[src/sv/dstwr_pkg.sv]
// shared constants, types and codes of the ranging distance average unit
`default_nettype none
package dstwr_pkg;

    // field widths
    localparam int TS_BITS_DEF = 40;
    localparam int FLIGHT_W    = 41;
    localparam int DIST_W      = 32;
    localparam int MEAN_W      = 31;
    localparam int MPT_W       = 32;
    localparam int UPL_W       = 31;
    localparam int BATCH_W     = 16;
    localparam int SUM_W       = 48;
    localparam int NUM_TS      = 6;
    localparam int OUT_DATA_W  = 104;
    localparam int OUT_USER_W  = 3;
    localparam int MUL_STEPS   = 4;

    // register file
    localparam int CFG_AW = 4;
    localparam int CFG_DW = 32;
    localparam logic [1:0] REG_MPT   = 2'd0;
    localparam logic [1:0] REG_UPL   = 2'd1;
    localparam logic [1:0] REG_BATCH = 2'd2;

    localparam logic [MPT_W-1:0]   MPT_RST   = 32'd20145114;
    localparam logic [UPL_W-1:0]   UPL_RST   = 31'd65536000;
    localparam logic [BATCH_W-1:0] BATCH_RST = 16'd1000;

    // controller states
    typedef enum logic [11:0] {
        S_IDLE   = 12'b0000_0000_0001,
        S_LOAD   = 12'b0000_0000_0010,
        S_MULP   = 12'b0000_0000_0100,
        S_MULM   = 12'b0000_0000_1000,
        S_NUM    = 12'b0000_0001_0000,
        S_DIV    = 12'b0000_0010_0000,
        S_FLIGHT = 12'b0000_0100_0000,
        S_MULS   = 12'b0000_1000_0000,
        S_DIST   = 12'b0001_0000_0000,
        S_MINIT  = 12'b0010_0000_0000,
        S_MDIV   = 12'b0100_0000_0000,
        S_EMIT   = 12'b1000_0000_0000
    } t_state;

    // datapath operations
    typedef enum logic [3:0] {
        OP_IDLE,
        OP_LOAD,
        OP_MUL,
        OP_NUM,
        OP_DIV,
        OP_FLIGHT,
        OP_DIST,
        OP_MEAN_INIT,
        OP_EMIT
    } t_op;

    // multiplier operand pairs
    typedef enum logic [1:0] {
        MSEL_P,
        MSEL_M,
        MSEL_S
    } t_msel;

    typedef struct packed {
        logic        capture;
        t_op         op;
        t_msel       msel;
        logic [2:0]  step;
    } t_cmd;

    typedef struct packed {
        logic zero_div;
        logic mean_needed;
        logic out_free;
    } t_status;

endpackage
`default_nettype wire

[src/sv/dstwr_ctrl.sv]
// sequencer for load, multiplies, divisions, scaling and result hand-off
`default_nettype none
module dstwr_ctrl #(
    parameter int TS_BITS = dstwr_pkg::TS_BITS_DEF
) (
    input  wire                i_clk,
    input  wire                i_rst_n,
    input  wire                i_in_valid,
    output logic               o_in_ready,
    input  dstwr_pkg::t_status i_status,
    output dstwr_pkg::t_cmd    o_cmd
);
    localparam int OPW  = (TS_BITS > dstwr_pkg::FLIGHT_W) ? TS_BITS : dstwr_pkg::FLIGHT_W;
    localparam int ACCW = 2 * OPW;
    localparam int CW   = $clog2(ACCW + 1);

    dstwr_pkg::t_state r_state, n_state;
    logic [CW-1:0]     r_cnt, n_cnt;

    // state register
    always_ff @(posedge i_clk) begin
        if (!i_rst_n) begin
            r_state <= dstwr_pkg::S_IDLE;
            r_cnt   <= '0;
        end else begin
            r_state <= n_state;
            r_cnt   <= n_cnt;
        end
    end

    assign o_in_ready = (r_state == dstwr_pkg::S_IDLE);

    // next state and commands
    always_comb begin
        n_state       = r_state;
        n_cnt         = r_cnt;
        o_cmd.capture = 1'b0;
        o_cmd.op      = dstwr_pkg::OP_IDLE;
        o_cmd.msel    = dstwr_pkg::MSEL_P;
        o_cmd.step    = r_cnt[2:0];
        case (r_state)
            dstwr_pkg::S_IDLE: begin
                if (i_in_valid) begin
                    o_cmd.capture = 1'b1;
                    n_state       = dstwr_pkg::S_LOAD;
                end
            end
            dstwr_pkg::S_LOAD: begin
                o_cmd.op = dstwr_pkg::OP_LOAD;
                n_cnt    = '0;
                n_state  = dstwr_pkg::S_MULP;
            end
            dstwr_pkg::S_MULP: begin
                if (r_cnt == '0 && i_status.zero_div) begin
                    n_state = dstwr_pkg::S_EMIT;
                end else begin
                    o_cmd.op   = dstwr_pkg::OP_MUL;
                    o_cmd.msel = dstwr_pkg::MSEL_P;
                    if (r_cnt == CW'(dstwr_pkg::MUL_STEPS)) begin
                        n_cnt   = '0;
                        n_state = dstwr_pkg::S_MULM;
                    end else begin
                        n_cnt = r_cnt + 1'b1;
                    end
                end
            end
            dstwr_pkg::S_MULM: begin
                o_cmd.op   = dstwr_pkg::OP_MUL;
                o_cmd.msel = dstwr_pkg::MSEL_M;
                if (r_cnt == CW'(dstwr_pkg::MUL_STEPS)) begin
                    n_cnt   = '0;
                    n_state = dstwr_pkg::S_NUM;
                end else begin
                    n_cnt = r_cnt + 1'b1;
                end
            end
            dstwr_pkg::S_NUM: begin
                o_cmd.op = dstwr_pkg::OP_NUM;
                n_cnt    = '0;
                n_state  = dstwr_pkg::S_DIV;
            end
            dstwr_pkg::S_DIV: begin
                o_cmd.op = dstwr_pkg::OP_DIV;
                if (r_cnt == CW'(ACCW - 1)) begin
                    n_cnt   = '0;
                    n_state = dstwr_pkg::S_FLIGHT;
                end else begin
                    n_cnt = r_cnt + 1'b1;
                end
            end
            dstwr_pkg::S_FLIGHT: begin
                o_cmd.op = dstwr_pkg::OP_FLIGHT;
                n_cnt    = '0;
                n_state  = dstwr_pkg::S_MULS;
            end
            dstwr_pkg::S_MULS: begin
                o_cmd.op   = dstwr_pkg::OP_MUL;
                o_cmd.msel = dstwr_pkg::MSEL_S;
                if (r_cnt == CW'(dstwr_pkg::MUL_STEPS)) begin
                    n_cnt   = '0;
                    n_state = dstwr_pkg::S_DIST;
                end else begin
                    n_cnt = r_cnt + 1'b1;
                end
            end
            dstwr_pkg::S_DIST: begin
                o_cmd.op = dstwr_pkg::OP_DIST;
                n_state  = dstwr_pkg::S_MINIT;
            end
            dstwr_pkg::S_MINIT: begin
                o_cmd.op = dstwr_pkg::OP_MEAN_INIT;
                n_cnt    = '0;
                n_state  = i_status.mean_needed ? dstwr_pkg::S_MDIV : dstwr_pkg::S_EMIT;
            end
            dstwr_pkg::S_MDIV: begin
                o_cmd.op = dstwr_pkg::OP_DIV;
                if (r_cnt == CW'(dstwr_pkg::SUM_W - 1)) begin
                    n_cnt   = '0;
                    n_state = dstwr_pkg::S_EMIT;
                end else begin
                    n_cnt = r_cnt + 1'b1;
                end
            end
            dstwr_pkg::S_EMIT: begin
                if (i_status.out_free) begin
                    o_cmd.op = dstwr_pkg::OP_EMIT;
                    n_state  = dstwr_pkg::S_IDLE;
                end
            end
            default: begin
                n_state = dstwr_pkg::S_IDLE;
                n_cnt   = '0;
            end
        endcase
    end

endmodule
`default_nettype wire

[src/sv/dstwr_dp.sv]
// datapath: intervals, shared multiplier, restoring divider, scaling, batch sum
`default_nettype none
module dstwr_dp #(
    parameter int TS_BITS = dstwr_pkg::TS_BITS_DEF,
    parameter int IN_W    = 240
) (
    input  wire                                   i_clk,
    input  wire                                   i_rst_n,
    input  dstwr_pkg::t_cmd                       i_cmd,
    output dstwr_pkg::t_status                    o_status,
    input  wire  [IN_W-1:0]                       i_in_data,
    input  wire  [dstwr_pkg::MPT_W-1:0]           i_mpt,
    input  wire  [dstwr_pkg::UPL_W-1:0]           i_upl,
    input  wire  [dstwr_pkg::BATCH_W-1:0]         i_batch,
    output logic                                  o_out_valid,
    input  wire                                   i_out_ready,
    output logic [dstwr_pkg::OUT_DATA_W-1:0]      o_out_data,
    output logic [dstwr_pkg::OUT_USER_W-1:0]      o_out_user
);
    localparam int FW   = dstwr_pkg::FLIGHT_W;
    localparam int OPW  = (TS_BITS > FW) ? TS_BITS : FW;
    localparam int HW   = (OPW + 1) / 2;
    localparam int ACCW = 2 * OPW;
    localparam int DENW = TS_BITS + 2;
    localparam int RW   = DENW + 1;
    localparam int QW   = FW + 1;
    localparam int SW   = dstwr_pkg::SUM_W;
    localparam int DW   = dstwr_pkg::DIST_W;

    // captured timestamps
    logic [TS_BITS-1:0] r_ts [dstwr_pkg::NUM_TS];
    always_ff @(posedge i_clk) begin
        if (i_cmd.capture) begin
            for (int k = 0; k < dstwr_pkg::NUM_TS; k++) begin
                r_ts[k] <= i_in_data[k*TS_BITS +: TS_BITS];
            end
        end
    end

    // intervals and their sum
    logic [TS_BITS-1:0] c_ra, c_rb, c_da, c_db;
    logic [DENW-1:0]    c_den;
    assign c_ra  = r_ts[4] - r_ts[3];
    assign c_rb  = r_ts[2] - r_ts[1];
    assign c_da  = r_ts[1] - r_ts[0];
    assign c_db  = r_ts[5] - r_ts[4];
    assign c_den = DENW'(c_ra) + DENW'(c_rb) + DENW'(c_da) + DENW'(c_db);

    logic [TS_BITS-1:0] r_ra, r_rb, r_da, r_db;
    logic [DENW-1:0]    r_den;
    logic               r_zero;

    // shared multiplier operands
    logic [2*HW-1:0] c_a, c_b;
    logic [HW-1:0]   c_ah, c_bh;
    logic [FW-1:0]   r_mag;
    always_comb begin
        case (i_cmd.msel)
            dstwr_pkg::MSEL_P: begin
                c_a = (2*HW)'(r_ra);
                c_b = (2*HW)'(r_rb);
            end
            dstwr_pkg::MSEL_M: begin
                c_a = (2*HW)'(r_da);
                c_b = (2*HW)'(r_db);
            end
            dstwr_pkg::MSEL_S: begin
                c_a = (2*HW)'(r_mag);
                c_b = (2*HW)'(i_mpt);
            end
            default: begin
                c_a = '0;
                c_b = '0;
            end
        endcase
        c_ah = i_cmd.step[1] ? c_a[2*HW-1:HW] : c_a[HW-1:0];
        c_bh = i_cmd.step[0] ? c_b[2*HW-1:HW] : c_b[HW-1:0];
    end

    logic [2*HW-1:0] r_pp;
    logic [1:0]      r_pp_k;
    logic [ACCW-1:0] r_acc, r_p, c_pp_sh;
    always_comb begin
        case (r_pp_k)
            2'd0:    c_pp_sh = ACCW'(r_pp);
            2'd3:    c_pp_sh = ACCW'(r_pp) << (2 * HW);
            default: c_pp_sh = ACCW'(r_pp) << HW;
        endcase
    end

    // numerator magnitude
    logic            c_p_ge;
    assign c_p_ge = (r_p >= r_acc);

    // divider step
    logic [ACCW-1:0] r_num;
    logic [RW-1:0]   r_rem, c_sh, c_den_ext;
    logic            c_ge;
    logic [QW-1:0]   r_q;
    logic            r_ovf, r_neg;
    assign c_sh      = {r_rem[RW-2:0], r_num[ACCW-1]};
    assign c_den_ext = RW'(r_den);
    assign c_ge      = (c_sh >= c_den_ext);

    // flight saturation
    localparam logic [FW-1:0] LIM_NEG = {1'b1, {(FW-1){1'b0}}};
    localparam logic [FW-1:0] LIM_POS = {1'b0, {(FW-1){1'b1}}};
    logic          c_big;
    logic [FW-1:0] c_qf, c_mag;
    logic          c_negf;
    assign c_big = r_ovf | r_q[QW-1];
    assign c_qf  = r_q[FW-1:0];
    always_comb begin
        if (r_neg) begin
            c_mag = (c_big || c_qf > LIM_NEG) ? LIM_NEG : c_qf;
        end else begin
            c_mag = (c_big || c_qf > LIM_POS) ? LIM_POS : c_qf;
        end
        c_negf = r_neg && (c_mag != '0);
    end

    // distance scaling and window
    localparam logic [DW-1:0] DNEG = {1'b1, {(DW-1){1'b0}}};
    localparam logic [DW-1:0] DPOS = {1'b0, {(DW-1){1'b1}}};
    logic [ACCW-1:0]              c_dfull;
    logic [DW-1:0]                c_dmag, c_dist;
    logic                         c_accept, c_complete;
    logic [SW-1:0]                r_sum;
    logic [dstwr_pkg::BATCH_W-1:0] r_cnt, c_cnt_new, c_target;
    logic                         r_done;
    assign c_dfull = r_acc >> 16;
    always_comb begin
        if (r_neg) begin
            c_dmag = (c_dfull > ACCW'(DNEG)) ? DNEG : c_dfull[DW-1:0];
            c_dist = DW'(0) - c_dmag;
        end else begin
            c_dmag = (c_dfull > ACCW'(DPOS)) ? DPOS : c_dfull[DW-1:0];
            c_dist = c_dmag;
        end
    end
    assign c_accept   = !r_done && !r_neg && (c_dmag != '0) && (c_dmag < {1'b0, i_upl});
    assign c_cnt_new  = r_cnt + 1'b1;
    assign c_target   = (i_batch == '0) ? dstwr_pkg::BATCH_W'(1) : i_batch;
    assign c_complete = (c_cnt_new >= c_target) && (c_cnt_new != '0);

    logic [FW-1:0] r_flight;
    logic [DW-1:0] r_dist;
    logic          r_accd, r_mneed;

    // working registers
    always_ff @(posedge i_clk) begin
        case (i_cmd.op)
            dstwr_pkg::OP_LOAD: begin
                r_ra     <= c_ra;
                r_rb     <= c_rb;
                r_da     <= c_da;
                r_db     <= c_db;
                r_den    <= c_den;
                r_zero   <= (c_den == '0);
                r_flight <= '0;
                r_dist   <= '0;
                r_neg    <= 1'b0;
            end
            dstwr_pkg::OP_MUL: begin
                if (i_cmd.step == 3'd0 && i_cmd.msel == dstwr_pkg::MSEL_M) begin
                    r_p <= r_acc;
                end
                if (i_cmd.step == 3'd0) begin
                    r_acc <= '0;
                end else begin
                    r_acc <= r_acc + c_pp_sh;
                end
                if (i_cmd.step < 3'(dstwr_pkg::MUL_STEPS)) begin
                    r_pp   <= c_ah * c_bh;
                    r_pp_k <= i_cmd.step[1:0];
                end
            end
            dstwr_pkg::OP_NUM: begin
                r_num <= c_p_ge ? (r_p - r_acc) : (r_acc - r_p);
                r_neg <= !c_p_ge;
                r_rem <= '0;
                r_q   <= '0;
                r_ovf <= 1'b0;
            end
            dstwr_pkg::OP_DIV: begin
                r_rem <= c_ge ? (c_sh - c_den_ext) : c_sh;
                r_q   <= {r_q[QW-2:0], c_ge};
                r_ovf <= r_ovf | r_q[QW-1];
                r_num <= r_num << 1;
            end
            dstwr_pkg::OP_FLIGHT: begin
                r_mag    <= c_mag;
                r_neg    <= c_negf;
                r_flight <= c_negf ? (FW'(0) - c_mag) : c_mag;
            end
            dstwr_pkg::OP_DIST: begin
                r_dist <= c_dist;
            end
            dstwr_pkg::OP_MEAN_INIT: begin
                if (r_mneed) begin
                    r_num <= ACCW'(r_sum) << (ACCW - SW);
                    r_den <= DENW'(r_cnt);
                    r_rem <= '0;
                    r_q   <= '0;
                    r_ovf <= 1'b0;
                end
            end
            default: begin
            end
        endcase
    end

    // batch state and per-item flags
    always_ff @(posedge i_clk) begin
        if (!i_rst_n) begin
            r_sum   <= '0;
            r_cnt   <= '0;
            r_done  <= 1'b0;
            r_accd  <= 1'b0;
            r_mneed <= 1'b0;
        end else if (i_cmd.op == dstwr_pkg::OP_LOAD) begin
            r_accd  <= 1'b0;
            r_mneed <= 1'b0;
        end else if (i_cmd.op == dstwr_pkg::OP_DIST && c_accept) begin
            r_sum  <= r_sum + SW'(c_dmag);
            r_cnt  <= c_cnt_new;
            r_accd <= 1'b1;
            if (c_complete) begin
                r_mneed <= 1'b1;
                r_done  <= 1'b1;
            end
        end
    end

    // output register
    logic [dstwr_pkg::MEAN_W-1:0] c_mean;
    assign c_mean = r_mneed ? r_q[dstwr_pkg::MEAN_W-1:0] : '0;
    always_ff @(posedge i_clk) begin
        if (!i_rst_n) begin
            o_out_valid <= 1'b0;
        end else if (i_cmd.op == dstwr_pkg::OP_EMIT) begin
            o_out_valid <= 1'b1;
        end else if (i_out_ready) begin
            o_out_valid <= 1'b0;
        end
    end
    always_ff @(posedge i_clk) begin
        if (i_cmd.op == dstwr_pkg::OP_EMIT) begin
            o_out_data <= {c_mean, r_dist, r_flight};
            o_out_user <= {r_mneed, r_zero, r_accd};
        end
    end

    assign o_status.zero_div    = r_zero;
    assign o_status.mean_needed = r_mneed;
    assign o_status.out_free    = !o_out_valid || i_out_ready;

endmodule
`default_nettype wire

[src/sv/ds_twr_distance_average_unit.sv]
// top level: register file, sequencer and datapath of the ranging distance average unit
//
//  channel   | direction | handshake                  | contents
//  s_axis    | in        | tvalid / tready            | six timestamps of one exchange
//  m_axis    | out       | tvalid / tready            | flight, distance, mean + flags
//  apb       | in        | psel / penable / pready=1  | metres per tick, limit, batch
//
// one exchange at a time: the run per item is set by the one-bit-a-cycle divider over
// the product numerator; the item that completes a batch adds the mean division over
// the 48-bit batch sum; a zero interval sum skips the multiplies and divisions and
// goes straight to the result hand-off
// synchronous active-low reset clears control state and loads register defaults
// the next item is taken while a finished result still waits on m_axis
`default_nettype none
module ds_twr_distance_average_unit #(
    parameter int TS_BITS = dstwr_pkg::TS_BITS_DEF
) (
    input  wire                                 i_clk,
    input  wire                                 i_rst_n,
    input  wire                                 i_s_axis_tvalid,
    output logic                                o_s_axis_tready,
    // resp_poll_rx, resp_reply_tx, resp_final_rx, init_poll_tx, init_reply_rx,
    // init_final_tx, TS_BITS each, from bit 0 up
    input  wire  [((6*TS_BITS+7)/8)*8-1:0]      i_s_axis_tdata,
    output logic                                o_m_axis_tvalid,
    input  wire                                 i_m_axis_tready,
    // flight_ticks[40:0], distance_q16[72:41], mean_q16[103:73]
    output logic [dstwr_pkg::OUT_DATA_W-1:0]    o_m_axis_tdata,
    // accepted[0], zero_divisor[1], mean_valid[2]
    output logic [dstwr_pkg::OUT_USER_W-1:0]    o_m_axis_tuser,
    input  wire                                 psel,
    input  wire                                 penable,
    input  wire                                 pwrite,
    input  wire  [dstwr_pkg::CFG_AW-1:0]        paddr,
    input  wire  [dstwr_pkg::CFG_DW-1:0]        pwdata,
    output logic [dstwr_pkg::CFG_DW-1:0]        prdata,
    output logic                                pready
);
    localparam int IN_W = ((6 * TS_BITS + 7) / 8) * 8;

    logic [dstwr_pkg::MPT_W-1:0]   r_mpt;
    logic [dstwr_pkg::UPL_W-1:0]   r_upl;
    logic [dstwr_pkg::BATCH_W-1:0] r_batch;
    logic [1:0]                    c_reg;
    logic                          c_wr;

    assign pready = 1'b1;
    assign c_reg  = paddr[dstwr_pkg::CFG_AW-1:2];
    assign c_wr   = psel & penable & pwrite;

    // register writes
    always_ff @(posedge i_clk) begin
        if (!i_rst_n) begin
            r_mpt   <= dstwr_pkg::MPT_RST;
            r_upl   <= dstwr_pkg::UPL_RST;
            r_batch <= dstwr_pkg::BATCH_RST;
        end else if (c_wr) begin
            case (c_reg)
                dstwr_pkg::REG_MPT:   r_mpt   <= pwdata[dstwr_pkg::MPT_W-1:0];
                dstwr_pkg::REG_UPL:   r_upl   <= pwdata[dstwr_pkg::UPL_W-1:0];
                dstwr_pkg::REG_BATCH: r_batch <= pwdata[dstwr_pkg::BATCH_W-1:0];
                default: begin
                end
            endcase
        end
    end

    // register reads
    always_comb begin
        case (c_reg)
            dstwr_pkg::REG_MPT:   prdata = dstwr_pkg::CFG_DW'(r_mpt);
            dstwr_pkg::REG_UPL:   prdata = dstwr_pkg::CFG_DW'(r_upl);
            dstwr_pkg::REG_BATCH: prdata = dstwr_pkg::CFG_DW'(r_batch);
            default:              prdata = '0;
        endcase
    end

    dstwr_pkg::t_cmd    w_cmd;
    dstwr_pkg::t_status w_status;

    dstwr_ctrl #(
        .TS_BITS (TS_BITS)
    ) u_ctrl (
        .i_clk      (i_clk),
        .i_rst_n    (i_rst_n),
        .i_in_valid (i_s_axis_tvalid),
        .o_in_ready (o_s_axis_tready),
        .i_status   (w_status),
        .o_cmd      (w_cmd)
    );

    dstwr_dp #(
        .TS_BITS (TS_BITS),
        .IN_W    (IN_W)
    ) u_dp (
        .i_clk       (i_clk),
        .i_rst_n     (i_rst_n),
        .i_cmd       (w_cmd),
        .o_status    (w_status),
        .i_in_data   (i_s_axis_tdata),
        .i_mpt       (r_mpt),
        .i_upl       (r_upl),
        .i_batch     (r_batch),
        .o_out_valid (o_m_axis_tvalid),
        .i_out_ready (i_m_axis_tready),
        .o_out_data  (o_m_axis_tdata),
        .o_out_user  (o_m_axis_tuser)
    );

endmodule
`default_nettype wire

[config.mk]
export PLATFORM = sky130hd
export DESIGN_NAME = ds_twr_distance_average_unit
export DESIGN_NICKNAME = d
export VERILOG_FILES = /design/src/sv/dstwr_pkg.sv /design/src/sv/dstwr_ctrl.sv /design/src/sv/dstwr_dp.sv /design/src/sv/ds_twr_distance_average_unit.sv
export SDC_FILE = /design/constraint.sdc
export NUM_CORES = 2
export LEC_CHECK = 0
export ABC_AREA = 1
export CAP_MARGIN = 40
export CORE_MARGIN = 3
export CORE_UTILIZATION = 50
export CTS_CLUSTER_DIAMETER = 120
export CTS_CLUSTER_SIZE = 24
export DETAILED_ROUTE_END_ITERATION = 7
export DONT_BUFFER_PORTS = 1
export REMOVE_ABC_BUFFERS = 1
export SLEW_MARGIN = 0
export SYNTH_ARGS = -nofsm -noshare
export SYNTH_HDL_FRONTEND = slang
export SYNTH_HIERARCHICAL = 1
export SYNTH_SLANG_ARGS = --single-unit
[constraint.sdc]
create_clock -name i_clk -period 18.37 [get_ports i_clk]
set_clock_uncertainty 0.15 [all_clocks]
set_input_delay 0.9185 -clock i_clk [delete_from_list [all_inputs] [get_ports i_clk]]
set_output_delay 0.9185 -clock i_clk [all_outputs]
set_load 0.005 [all_outputs]
==> reports/qor.yml <==
yosysWarnings: 6
drt_first_pass_iters: 6
critPathRequiredTime_ns: 18.71
slowest_delay_ns: 0.63
antenna_found_initial: 34
yosys_most_used_dff: "edfxtp_1"
route.detailed.drc: 0
clk_latency_ns: 0.74
wire_per_inst_um: 25.3
worst-path-max-fanout: 49
syn_area_per_cell_um2: 7.89
slew_headroom_pct: 36.4
worstHoldPathCells: 0
post_cts_resized: 0
rrSetupSlack_ns: 7.48
clk_path_buf_depth: 3
netlist_area_um2: 99700
layout.cells.non_filler: 15177
hold_buffers: 0
crit_slowest_cell: "inv_1"
max_freq_mhz: 91.8
htreeDepth: 3
r2r_cells: 39
port_buffers: 0
core-area_um2: 198000
dpl.hpwl_um: 318000
synthMuxAreaShare_pct: 0
start_util_pct: 50.4
clockRootBuffer: "clkbuf_16"
whs_endpoint: "u_dp/r_ts[2][8]"
final_nets: 13939
wl_um: 384000
period_share_pct: 59.3
synth.ff_latch_count: 1206
worstSetupPathType: "reg -> reg"
r2r_end: "u_dp/r_pp[38]"
first_global_vias: 84778
io_pins: 425
synth_xor_area_share_pct: 4.32
cts_tree: "built"
via_per_inst: 5.81
drtIter0Drc: 9092
antenna_left: 0
finish.utilization_pct: 53.0
synth_compound_area_share_pct: 13.7
ys_types: 76
drive_above_1_share_pct: 2.88
dp.cells: 15060
rsz0062_at_grt: "no"
hold_start: "i_s_axis_tdata[88]"
synth_top_family_by_area: "simple AND/OR/NAND/NOR gates"
synth-edff-count: 1040
num_vias: 88185
rows: 163
syn_to_final_growth_pct: 5.18
cpMostUsedCell: "inv_1"
die_w_um: 453
worst_slew_pin_slew_ns: 0.944
fillers: 19000
hold_viol: 0
start_kind: "register"
cap_viol_max_count: 0
async_flop_share_pct: 0
gp_congestion: 1.05
hp-class: "in -> reg"
seq_area_frac_synth_pct: 34.7
post-route-min-period_ns: 10.89
track_usage_pct: 36.7
r2r-start: "u_ctrl/r_state[5]"
synthSimpleGateAreaFrac_pct: 19.7
tns_ns: 0
setup_violations: 0
clkTransAtPathRegs_ns: 0.11
grt_max_degree: 144
outcome: "completed"
grt_pass1_wl_um: 554000
crit_path_end_kind: "register"
cts_inserted_buffers: 66
synth_fa_ha_area_share_pct: 18.0
drv_slew: 0
worstPathArrival_ns: 11.23
cts_num_sinks: 1206
postCtsSetupBuffers: 0
grt.overflow.total: 0
postSynthCellCount: 12630
die_h_um: 453
dieArea_um2: 205000
metrics by stage:
step	instance area (µm²)	setup slack [ns]	hold WS, ns
global placement	102000	7.68	0.253
floorplan	98200	2.18	0.250
global route	105000	6.89	0.0566
finish	105000	7.48	0.104
detailed placement	103000	7.60	0.255
CTS	105000	7.55	0.0452
flip-flops by register name (all words and copies together) (netlist names), 41 cells and up:
signal and flops:
u_dp/r_ts 240, u_dp/r_q 42, u_dp/r_acc 82, u_dp/r_num 82, u_dp/r_sum 48, u_dp/r_den 42, u_dp/r_mag 41, u_dp/r_rem 42
u_dp/r_pp 42, u_dp/o_out_data 104, u_dp/r_p 82, u_dp/r_flight 41
worst max-delay path by stage:
stage                       from            end  slack, ns
6_report       u_ctrl/r_state[5]  u_dp/r_pp[38]       7.48
5_1_grt        u_ctrl/r_state[5]  u_dp/r_pp[38]       6.89
4_1_cts        u_ctrl/r_state[5]  u_dp/r_pp[38]       7.55
3_5_place_dp   u_ctrl/r_state[5]  u_dp/r_pp[38]       7.60
3_3_place_gp   u_ctrl/r_state[5]  u_dp/r_pp[38]       7.68
2_1_floorplan    u_ctrl/r_cnt[0]    u_dp/r_p[0]       2.18
kinds of logic (layout without fill, tap and decap cells):
logic type | after synthesis | after routing
AND/OR/NAND/NOR | 4827 | 4827
buffers and inverters | 2485 | 2378
AO/OA/AOI/OAI | 2451 | 2451
flip-flops | 1206 | 1206
adder cells (fa/ha/maj) | 1168 | 1168
XOR/XNOR | 492 | 492
other | 1 | 15
placed cells by master (no fill, tap or decap), types with 41 or more instances in the layout:
cell type / Yosys / final
a21boi_0: 41 / 41
a21o_1: 64 / 64
a21oi_1: 1110 / 1110
a31oi_1: 75 / 75
buf_4: 22 / 106
clkbuf_16: 0 / 67
dfxtp_1: 166 / 166
edfxtp_1: 1040 / 1040
fa_1: 447 / 447
ha_1: 721 / 721
inv_1: 2099 / 2098
nand2_1: 2597 / 2594
nand3_1: 458 / 457
nand4_1: 95 / 95
nor2_1: 1432 / 1420
nor3_1: 108 / 106
o21a_1: 64 / 64
o21ai_0: 718 / 715
o21ai_1: 74 / 76
o22ai_1: 59 / 53
xnor2_1: 147 / 147
xor2_1: 345 / 345
Yosys cell counts, types with 34 or more instances:
| cell type | number | area [µm²] |
|---|---|---|
| nand3_1 | 458 | 2290 |
| a21o_1 | 64 | 480 |
| dfxtp_1 | 166 | 3320 |
| ha_1 | 721 | 9020 |
| o211ai_1 | 37 | 278 |
| edfxtp_1 | 1040 | 31200 |
| xor2_1 | 345 | 3020 |
| o21bai_1 | 40 | 300 |
| a21oi_1 | 1110 | 5560 |
| fa_1 | 447 | 8950 |
| o22ai_1 | 59 | 369 |
| clkbuf_1 | 217 | 815 |
| a21boi_0 | 41 | 308 |
| xnor2_1 | 147 | 1290 |
| nor2_1 | 1432 | 5380 |
| o21ai_1 | 74 | 370 |
| nor3_1 | 108 | 541 |
| buf_2 | 47 | 235 |
| nand2_1 | 2597 | 9750 |
| nand4_1 | 95 | 594 |
| o21ai_0 | 718 | 3590 |
| a31oi_1 | 75 | 469 |
| o21a_1 | 64 | 480 |
| inv_1 | 2099 | 7880 |
| inv_2 | 34 | 128 |
per-layer routing:
layer,up-vias,wire length [µm],GRT usage [%]
met5,-,243,0
li1,40844,-,-
met4,32,27800,21.8
met3,865,31100,6.06
met1,42049,152000,46.8
met2,4395,173000,58.7
layout make-up:
| cell class | instances | area [µm²] | share of cell area, % |
|---|---|---|---|
| clock inverter | 20 | 308 | 0.294 |
| antenna | 14 | 35.0 | 0.0334 |
| timing repair buffer | 122 | 1130 | 1.08 |
| inverter | 2153 | 8090 | 7.72 |
| tap | 2640 | 3300 | 3.15 |
| clock buffer | 83 | 1740 | 1.66 |
| multi-input combinational | 8939 | 55700 | 53.1 |
| sequential | 1206 | 34600 | 33.0 |
critical path, delay by kind of cell, from the launching register on:
family	cells	cell delay (ns)
simple gates	13	1.67
fa+ha+maj	8	3.83
compound gates	7	1.80
buf+inv	10	2.56
xor+xnor	1	0.14
flops	1	0.35
Power is left out: the tool's default activity adds up to more than one toggle a clock period on the data nets, which glitch-free logic cannot reach.
